==> src/dsbr_pkg.sv <==
// dsbr_pkg: shared types and constants for the decaying source brightness row
// holds the request and glyph payload structs, the config register layout and codes
// no dependencies
package dsbr_pkg;

  localparam int ID_W      = 16;
  localparam int FRAME_W   = 32;
  localparam int GLYPH_W   = 2;
  localparam int CFG_IDX_W = 2;
  localparam int CFG_W     = 16;

  // request operation codes
  localparam logic OP_FLASH = 1'b0;
  localparam logic OP_PAINT = 1'b1;

  // config register indexes
  localparam logic [CFG_IDX_W-1:0] REG_DECAY_FACTOR = 2'd0;
  localparam logic [CFG_IDX_W-1:0] REG_BRIGHT_THR   = 2'd1;
  localparam logic [CFG_IDX_W-1:0] REG_MEDIUM_THR   = 2'd2;
  localparam logic [CFG_IDX_W-1:0] REG_DIM_THR      = 2'd3;

  // config reset values, Q0.16
  localparam logic [CFG_W-1:0] DECAY_FACTOR_RST = 16'd36045;
  localparam logic [CFG_W-1:0] BRIGHT_THR_RST   = 16'd52429;
  localparam logic [CFG_W-1:0] MEDIUM_THR_RST   = 16'd26214;
  localparam logic [CFG_W-1:0] DIM_THR_RST      = 16'd6554;

  // glyph codes
  localparam logic [GLYPH_W-1:0] GLYPH_BLANK  = 2'd0;
  localparam logic [GLYPH_W-1:0] GLYPH_DIM    = 2'd1;
  localparam logic [GLYPH_W-1:0] GLYPH_MEDIUM = 2'd2;
  localparam logic [GLYPH_W-1:0] GLYPH_BRIGHT = 2'd3;

  typedef struct packed {
    logic            operation;
    logic [ID_W-1:0] source_id;
  } item_t;

  typedef struct packed {
    logic [ID_W-1:0]    row_source;
    logic [GLYPH_W-1:0] glyph_level;
    logic [FRAME_W-1:0] frame_number;
    logic               last_in_row;
  } glyph_t;

  typedef struct packed {
    logic [CFG_W-1:0] decay_factor;
    logic [CFG_W-1:0] bright_threshold;
    logic [CFG_W-1:0] medium_threshold;
    logic [CFG_W-1:0] dim_threshold;
  } cfg_t;

endpackage

==> src/dsbr_ram.sv <==
// dsbr_ram: source table memory, one write port and one registered read port
// holds {source id, level} per slot, contents undefined until written
// no dependencies
module dsbr_ram #(
  parameter int DEPTH = 16,
  parameter int WIDTH = 32,
  parameter int AW    = 4
) (
  input  logic             clk,
  input  logic             we,
  input  logic [AW-1:0]    waddr,
  input  logic [WIDTH-1:0] wdata,
  input  logic             re,
  input  logic [AW-1:0]    raddr,
  output logic [WIDTH-1:0] rdata
);

  logic [WIDTH-1:0] mem [DEPTH];

  // write port
  always_ff @(posedge clk) begin
    if (we) begin
      mem[waddr] <= wdata;
    end
  end

  // registered read port, holds between reads
  always_ff @(posedge clk) begin
    if (re) begin
      rdata <= mem[raddr];
    end
  end

endmodule

==> src/dsbr_unit.sv <==
// dsbr_unit: shared per-source arithmetic, decay multiply and glyph classify
// one level in per enabled cycle, registered decayed level and glyph out
// depends on dsbr_pkg
module dsbr_unit #(
  parameter int LEVEL_BITS = 16
) (
  input  logic                         clk,
  input  logic                         en,
  input  logic [LEVEL_BITS-1:0]        level,
  input  dsbr_pkg::cfg_t               cfg,
  output logic [LEVEL_BITS-1:0]        decayed,
  output logic [dsbr_pkg::GLYPH_W-1:0] glyph_code
);

  localparam int PW = LEVEL_BITS + dsbr_pkg::CFG_W;

  logic [PW-1:0] level_w;
  logic [PW-1:0] factor_w;
  logic [PW-1:0] product;
  logic [PW-1:0] level_cmp;
  logic [PW-1:0] bright_cmp;
  logic [PW-1:0] medium_cmp;
  logic [PW-1:0] dim_cmp;
  logic [dsbr_pkg::GLYPH_W-1:0] glyph_comb;

  // decay multiply, Q0.LEVEL_BITS times Q0.16
  assign level_w  = PW'(level);
  assign factor_w = PW'(cfg.decay_factor);
  assign product  = level_w * factor_w;

  // align level and thresholds on a common scale
  assign level_cmp  = {level, {dsbr_pkg::CFG_W{1'b0}}};
  assign bright_cmp = {cfg.bright_threshold, {LEVEL_BITS{1'b0}}};
  assign medium_cmp = {cfg.medium_threshold, {LEVEL_BITS{1'b0}}};
  assign dim_cmp    = {cfg.dim_threshold, {LEVEL_BITS{1'b0}}};

  // bright first, then medium, then dim
  always_comb begin
    if (level_cmp > bright_cmp) begin
      glyph_comb = dsbr_pkg::GLYPH_BRIGHT;
    end else if (level_cmp > medium_cmp) begin
      glyph_comb = dsbr_pkg::GLYPH_MEDIUM;
    end else if (level_cmp > dim_cmp) begin
      glyph_comb = dsbr_pkg::GLYPH_DIM;
    end else begin
      glyph_comb = dsbr_pkg::GLYPH_BLANK;
    end
  end

  // result registers
  always_ff @(posedge clk) begin
    if (en) begin
      decayed    <= product[PW-1:dsbr_pkg::CFG_W];
      glyph_code <= glyph_comb;
    end
  end

endmodule

==> src/decaying_source_brightness_row.sv <==
// decaying_source_brightness_row: sorted source table with decaying brightness
// top level: sequencer, config registers, glyph output register
// depends on dsbr_pkg, dsbr_ram, dsbr_unit
//
//   channel  | handshake                   | payload
//   ---------+-----------------------------+---------------------------------
//   request  | item_valid / item_stall     | item  (operation, source_id)
//   glyph    | glyph_valid / glyph_stall   | glyph (row_source, glyph_level,
//            |                             |        frame_number, last_in_row)
//   config   | cfg_we                      | cfg_index, cfg_data
//
// a flash walks the table entries in order (S_FIND_RD, S_FIND_CHK) to find the
// id or the insert point, then shifts each entry above it up a slot (S_SHIFT_RD,
// S_SHIFT_WR) over the single table memory port pair
// a paint tick reads, multiplies and writes back each source in turn,
// and waits while the glyph output stalls
// reset clears the count, frame counter and config; the table is not cleared
// the request side is stalled whenever a request is in progress
module decaying_source_brightness_row #(
  parameter int MAX_SOURCES = 16,
  parameter int LEVEL_BITS  = 16
) (
  input  logic                           clk,
  input  logic                           rst,
  input  logic                           item_valid,
  output logic                           item_stall,
  input  dsbr_pkg::item_t                item,
  output logic                           glyph_valid,
  input  logic                           glyph_stall,
  output dsbr_pkg::glyph_t               glyph,
  input  logic                           cfg_we,
  input  logic [dsbr_pkg::CFG_IDX_W-1:0] cfg_index,
  input  logic [dsbr_pkg::CFG_W-1:0]     cfg_data
);

  localparam int AW = (MAX_SOURCES > 1) ? $clog2(MAX_SOURCES) : 1;
  localparam int CW = $clog2(MAX_SOURCES + 1);
  localparam int EW = dsbr_pkg::ID_W + LEVEL_BITS;
  localparam logic [CW-1:0]         MAX_CNT    = CW'(MAX_SOURCES);
  localparam logic [LEVEL_BITS-1:0] FULL_LEVEL = {LEVEL_BITS{1'b1}};

  // sequencer states
  localparam logic [2:0] S_IDLE      = 3'd0;
  localparam logic [2:0] S_FIND_RD   = 3'd1;
  localparam logic [2:0] S_FIND_CHK  = 3'd2;
  localparam logic [2:0] S_SHIFT_RD  = 3'd3;
  localparam logic [2:0] S_SHIFT_WR  = 3'd4;
  localparam logic [2:0] S_PAINT_RD  = 3'd5;
  localparam logic [2:0] S_PAINT_MUL = 3'd6;
  localparam logic [2:0] S_PAINT_OUT = 3'd7;

  logic [2:0]                    state, state_next;
  logic [CW-1:0]                 idx, idx_next;
  logic [CW-1:0]                 pos, pos_next;
  logic [CW-1:0]                 count, count_next;
  logic [dsbr_pkg::FRAME_W-1:0]  frame, frame_next;
  logic [dsbr_pkg::ID_W-1:0]     req_id, req_id_next;
  dsbr_pkg::cfg_t                cfg;

  logic                          ram_we;
  logic [AW-1:0]                 ram_waddr;
  logic [EW-1:0]                 ram_wdata;
  logic                          ram_re;
  logic [AW-1:0]                 ram_raddr;
  logic [EW-1:0]                 ram_rdata;
  logic [dsbr_pkg::ID_W-1:0]     rd_id;
  logic [LEVEL_BITS-1:0]         rd_level;
  logic [LEVEL_BITS-1:0]         decayed;
  logic [dsbr_pkg::GLYPH_W-1:0]  glyph_code;

  logic                          item_accept;
  logic                          flash_start;
  logic                          paint_start;
  logic                          out_free;
  logic                          load_out;
  logic                          is_last;
  logic                          unit_en;
  logic [CW-1:0]                 idx_inc;
  logic [CW-1:0]                 idx_dec;

  // request handshake
  assign item_stall  = (state != S_IDLE);
  assign item_accept = item_valid && !item_stall;
  assign flash_start = item_accept && (item.operation == dsbr_pkg::OP_FLASH);
  assign paint_start = item_accept && (item.operation == dsbr_pkg::OP_PAINT) &&
                       (count != '0);

  assign out_free = !glyph_valid || !glyph_stall;
  assign idx_inc  = idx + CW'(1);
  assign idx_dec  = idx - CW'(1);
  assign is_last  = (idx_inc == count);
  assign rd_id    = ram_rdata[EW-1:LEVEL_BITS];
  assign rd_level = ram_rdata[LEVEL_BITS-1:0];
  assign unit_en  = (state == S_PAINT_MUL);

  dsbr_ram #(
    .DEPTH (MAX_SOURCES),
    .WIDTH (EW),
    .AW    (AW)
  ) u_ram (
    .clk   (clk),
    .we    (ram_we),
    .waddr (ram_waddr),
    .wdata (ram_wdata),
    .re    (ram_re),
    .raddr (ram_raddr),
    .rdata (ram_rdata)
  );

  dsbr_unit #(
    .LEVEL_BITS (LEVEL_BITS)
  ) u_unit (
    .clk        (clk),
    .en         (unit_en),
    .level      (rd_level),
    .cfg        (cfg),
    .decayed    (decayed),
    .glyph_code (glyph_code)
  );

  // config registers
  always_ff @(posedge clk) begin
    if (rst) begin
      cfg.decay_factor     <= dsbr_pkg::DECAY_FACTOR_RST;
      cfg.bright_threshold <= dsbr_pkg::BRIGHT_THR_RST;
      cfg.medium_threshold <= dsbr_pkg::MEDIUM_THR_RST;
      cfg.dim_threshold    <= dsbr_pkg::DIM_THR_RST;
    end else if (cfg_we) begin
      unique case (cfg_index)
        dsbr_pkg::REG_DECAY_FACTOR: cfg.decay_factor     <= cfg_data;
        dsbr_pkg::REG_BRIGHT_THR:   cfg.bright_threshold <= cfg_data;
        dsbr_pkg::REG_MEDIUM_THR:   cfg.medium_threshold <= cfg_data;
        dsbr_pkg::REG_DIM_THR:      cfg.dim_threshold    <= cfg_data;
        default: ;
      endcase
    end
  end

  // sequencer next state and table access
  always_comb begin
    state_next  = state;
    idx_next    = idx;
    pos_next    = pos;
    count_next  = count;
    frame_next  = frame;
    req_id_next = req_id;
    ram_we      = 1'b0;
    ram_waddr   = idx[AW-1:0];
    ram_wdata   = {req_id, FULL_LEVEL};
    ram_re      = 1'b0;
    ram_raddr   = idx[AW-1:0];
    load_out    = 1'b0;
    unique case (state)
      S_IDLE: begin
        if (flash_start) begin
          req_id_next = item.source_id;
          idx_next    = '0;
          state_next  = S_FIND_RD;
        end else if (paint_start) begin
          frame_next = frame + dsbr_pkg::FRAME_W'(1);
          idx_next   = '0;
          state_next = S_PAINT_RD;
        end
      end
      // walk the sorted table looking for the id
      S_FIND_RD: begin
        if (idx == count) begin
          pos_next = idx;
          if (count == MAX_CNT) begin
            state_next = S_IDLE;
          end else begin
            idx_next   = count;
            state_next = S_SHIFT_RD;
          end
        end else begin
          ram_re     = 1'b1;
          state_next = S_FIND_CHK;
        end
      end
      S_FIND_CHK: begin
        if (rd_id == req_id) begin
          ram_we     = 1'b1;
          state_next = S_IDLE;
        end else if (rd_id > req_id) begin
          pos_next = idx;
          if (count == MAX_CNT) begin
            state_next = S_IDLE;
          end else begin
            idx_next   = count;
            state_next = S_SHIFT_RD;
          end
        end else begin
          idx_next   = idx_inc;
          state_next = S_FIND_RD;
        end
      end
      // open a slot at the insert point, top entry first
      S_SHIFT_RD: begin
        if (idx == pos) begin
          ram_we     = 1'b1;
          count_next = count + CW'(1);
          state_next = S_IDLE;
        end else begin
          ram_re     = 1'b1;
          ram_raddr  = idx_dec[AW-1:0];
          state_next = S_SHIFT_WR;
        end
      end
      S_SHIFT_WR: begin
        ram_we     = 1'b1;
        ram_wdata  = ram_rdata;
        idx_next   = idx_dec;
        state_next = S_SHIFT_RD;
      end
      // paint: read, classify and decay, emit and write back
      S_PAINT_RD: begin
        ram_re     = 1'b1;
        state_next = S_PAINT_MUL;
      end
      S_PAINT_MUL: begin
        state_next = S_PAINT_OUT;
      end
      S_PAINT_OUT: begin
        if (out_free) begin
          load_out  = 1'b1;
          ram_we    = 1'b1;
          ram_wdata = {rd_id, decayed};
          if (is_last) begin
            state_next = S_IDLE;
          end else begin
            idx_next   = idx_inc;
            state_next = S_PAINT_RD;
          end
        end
      end
      default: begin
        state_next = S_IDLE;
      end
    endcase
  end

  // control registers
  always_ff @(posedge clk) begin
    if (rst) begin
      state <= S_IDLE;
      count <= '0;
      frame <= '0;
    end else begin
      state <= state_next;
      count <= count_next;
      frame <= frame_next;
    end
  end

  // working registers
  always_ff @(posedge clk) begin
    idx    <= idx_next;
    pos    <= pos_next;
    req_id <= req_id_next;
  end

  // glyph output register
  always_ff @(posedge clk) begin
    if (rst) begin
      glyph_valid <= 1'b0;
    end else if (load_out) begin
      glyph_valid <= 1'b1;
    end else if (!glyph_stall) begin
      glyph_valid <= 1'b0;
    end
  end

  always_ff @(posedge clk) begin
    if (load_out) begin
      glyph.row_source   <= rd_id;
      glyph.glyph_level  <= glyph_code;
      glyph.frame_number <= frame;
      glyph.last_in_row  <= is_last;
    end
  end

`ifndef SYNTHESIS
  a_count_max: assert property (@(posedge clk) disable iff (rst)
    count <= MAX_CNT)
    else $error("source count above table size");

  a_count_step: assert property (@(posedge clk) disable iff (rst)
    (!$past(rst) && !$stable(count)) |->
      (count == $past(count) + CW'(1)) && ($past(state) == S_SHIFT_RD))
    else $error("source count changed outside an insert");

  a_frame_on_paint: assert property (@(posedge clk) disable iff (rst)
    (!$past(rst) && !$stable(frame)) |-> $past(paint_start))
    else $error("frame counter moved without a non-empty paint");

  a_glyph_from_paint: assert property (@(posedge clk) disable iff (rst)
    $rose(glyph_valid) |-> ($past(state) == S_PAINT_OUT))
    else $error("glyph raised outside the paint walk");

  a_last_ends_paint: assert property (@(posedge clk) disable iff (rst)
    (load_out && is_last) |=> (state == S_IDLE))
    else $error("paint walk did not end on the last glyph");
`endif

endmodule

==> config.mk <==
export PLATFORM = sky130hd
export DESIGN_NAME = decaying_source_brightness_row
export DESIGN_NICKNAME = d
export VERILOG_FILES = /design/src/dsbr_pkg.sv /design/src/dsbr_ram.sv /design/src/dsbr_unit.sv /design/src/decaying_source_brightness_row.sv
export SDC_FILE = /design/constraint.sdc
export NUM_CORES = 2
export LEC_CHECK = 0
export BUFFER_PORTS_ARGS = -buffer_cell sky130_fd_sc_hd__buf_4
export CAP_MARGIN = 40
export CELL_PAD_IN_SITES_DETAIL_PLACEMENT = 0
export CELL_PAD_IN_SITES_GLOBAL_PLACEMENT = 1
export CORE_MARGIN = 5
export CORE_UTILIZATION = 25
export DETAILED_ROUTE_END_ITERATION = 12
export HOLD_SLACK_MARGIN = 0.02
export PLACE_DENSITY_LB_ADDON = 0.1
export SYNTH_ARGS = -nofsm -noshare
export SYNTH_HDL_FRONTEND = slang
export SYNTH_SLANG_ARGS = --single-unit
==> constraint.sdc <==
create_clock -name clk -period 9 [get_ports clk]
set_clock_uncertainty 0.1 [all_clocks]
set_input_delay 0.45 -clock clk [delete_from_list [all_inputs] [get_ports clk]]
set_output_delay 0.45 -clock clk [all_outputs]
set_load 0.005 [all_outputs]
==> results.tsv <==
metric	value	unit
run status	finished clean	
Relative slew margins	30.35	%
FP Rows	144	
DRT antenna net count	0	
Synth Register Bits	744	
post-synth top area cell	edfxtp_1	
reg2reg path depth	19	
Detailed Place HPWL	72640	um
initial drt markers	1212	
largest net degree at the start of global routing	120	
Slew @ Worst Pin	1.045	ns
critical path type	flip-flop to flip-flop	
number of global-route vias before repair	25340	
fillers	15720	
element type at the critical path start	flip-flop	
most common library cells after synthesis	edfxtp_1, nand2_1, inv_1	
worst setup path end	u_unit.decayed[15]$_DFFE_PP_	
routed vias	23630	
Area Overhead vs Synth	17.47	%
total of warnings raised by yosys	0	
first-pass GRT wire length	171400	um
grt total ovfl	0	
CP max FO	12	
die area	163400	sq um
Initial DRT Pass Iterations	5	
Cells after Synth	3058	
residual DRC count	0	
Routed wire per std cell	21.53	um
nets	3608	
RR Endpoint	u_unit.decayed[15]$_DFFE_PP_	
antenna violations before repair	4	
worst reg-to-reg setup slack	2.21	ns
Core Box Area	154200	sq um
hold slack	0.1347	ns
CP endpoint kind	flip-flop	
CTS root buf	clkbuf_16	
Clock Latency Late Sink	0.69	ns
Post-Syn Area per Cell	12.71	sq um
share of layout cells above drive strength 1	11.96	%
crit path launch	u_ram.rdata[11]$_DFFE_PP_	
RSZ-0062 raised after global routing	no	
main area contributors after synthesis	edfxtp_1, fa_1, mux2i_1	
Post-Syn Area	38860	sq um
Detailed Route WL	114600	um
GPL Wtd Cong	0.7623	
CP required	9.33	ns
Netlist cell types	65	
Hold Path Class	input pin to flip-flop	
Total GRT Usage	14.03	%
most numerous cell in the Yosys netlist	edfxtp_1	
DIE WIDTH	404.3	um
H-tree depth	3	
TritonCTS Buffers	91	
final period utilization	75.42	%
Reg clk slew, reported paths	0.06	ns
CP Data Arrival Time	7.12	ns
clk sinks	744	
Clock Path Buffers	3	
EDFF count, synth	639	
Seq/Total Area, Yosys	54.79	%
Primary FF master, synth	edfxtp_1	
Reg-to-Reg Start	u_ram.rdata[11]$_DFFE_PP_	
Hold Fails Final Rpt	0	
Ports	93	
Via density	4.438	
CTS tree	done	
Max Freq	147.3	MHz
setup TNS	0	ns
async set-reset flop share out of synthesis	0	%
max-slew violations	0	
CTS resizes	0	
Period minus WS final	6.788	ns
Syn Nets	3464	
I/O Buffers	92	
endpoints failing setup	0	
Starting Density	25.20	%
hold path depth	4	
Max Cap Violations	0	
top-area cell type share of the netlist area	49.38	%
die height	404.3	um
==> cells in the final DEF (no fill, tap or decap), drive strengths merged, types with 44 or more instances in the layout <==
cell type	n
buf	162
and2	134
o21ai	47
ha	173
dfxtp	105
fa	193
clkbuf	112
clkinv	45
mux2i	259
nor2	144
inv	306
nand3	44
nand2	330
a21oi	138
mux2	79
edfxtp	639
==> metal layers <==
layer | track usage, % | vias up | share of wire [%] | wire length, um
met5 | 0 | - | 0 | 0
met4 | 3.129 | 0 | 2.1 | 2355
met3 | 2.066 | 132 | 3.2 | 3624
met2 | 23.39 | 332 | 48 | 54500
met1 | 19.37 | 12160 | 47 | 54140
li1 | - | 11000 | - | -
==> logic make-up (layout without fill, tap and decap cells) <==
family	count (synthesis)	count (layout)	share of synthesized area (%)
other cells	0	3	0
fa+ha+maj	366	366	15.51
buf+inv	446	665	4.440
mux	338	338	8.961
xor+xnor	69	69	1.555
compound gates	331	331	5.387
simple gates	764	764	9.354
flops	744	744	54.79
==> worst max-delay path: stages, from the launching register on <==
cell and delay (ns):
edfxtp_1 0.85, buf_4 0.36, and2_1 0.19, fa_1 0.42
fa_1 0.52, inv_1 0.06, fa_1 0.55, fa_1 0.42
fa_1 0.47, fa_1 0.53, inv_1 0.05, ha_1 0.40
a21oi_1 0.16, o21ai_0 0.14, a311oi_1 0.41, o22ai_1 0.16
a211o_1 0.26, a31o_2 0.25, a21oi_1 0.17, xnor2_1 0.08
==> sequential cells by signal, summed over array words and instances (netlist names) <==
register and cells:
count 5, u_unit.decayed 16, state 3, frame 32, glyph_valid 1, u_unit.glyph_code 2, idx 5, pos 5
u_ram.mem 512, u_ram.rdata 32, cfg 64, req_id 16, glyph 51
==> per-stage QoR <==
stage,setup slack [ns],instance area (sq um),utilization (%),cells
2_1_floorplan,2.773,38860,-,3058
3_3_place_gp,1.639,42000,27.23,5097
3_5_place_dp,2.136,42390,27.49,5120
4_1_cts,2.108,45640,29.59,5321
5_1_grt,1.835,45640,29.59,5321
6_report,2.212,45650,29.60,5324
==> worst min path at each step <==
stage / start / end / slack (ns)
2_1_floorplan: u_unit.glyph_code[0]$_SDFFCE_PP1P_ / glyph[33]$_DFFE_PP_ / 0.30
3_3_place_gp: u_unit.glyph_code[0]$_SDFFCE_PP1P_ / glyph[33]$_DFFE_PP_ / 0.33
3_5_place_dp: u_unit.glyph_code[1]$_SDFFCE_PP1P_ / glyph[34]$_DFFE_PP_ / 0.32
4_1_cts: cfg_index[1] / cfg[37]$_SDFFE_PP0P_ / 0.07
5_1_grt: cfg_index[1] / cfg[36]$_SDFFE_PP0P_ / 0.11
6_report: cfg_index[1] / cfg[37]$_SDFFE_PP0P_ / 0.13
==> timing repair <==
item | CTS | global route
buffers inserted | 0 | 0
endpoints found under the hold margin | 101 | 0
hold buffers | 33 | 0
setup endpoints to repair | 0 | 0
==> final cells by class <==
class                           instances  area, sq um  area share (%)
Timing Repair Buffer                  195         1792           3.925
Antenna cell                            3        7.507         0.01645
Sequential cell                       744        21290           46.64
Multi-Input combinational cell       1868        15950           34.94
Clock inverter                         56        544.3           1.192
Tap cell                             2044         2557           5.602
Inverter                              302         1134           2.483
Clock buffer                          112         2376           5.205
Power is not shown: default switching activity piles up to over one toggle a cycle in this logic, so the estimate is an artifact.
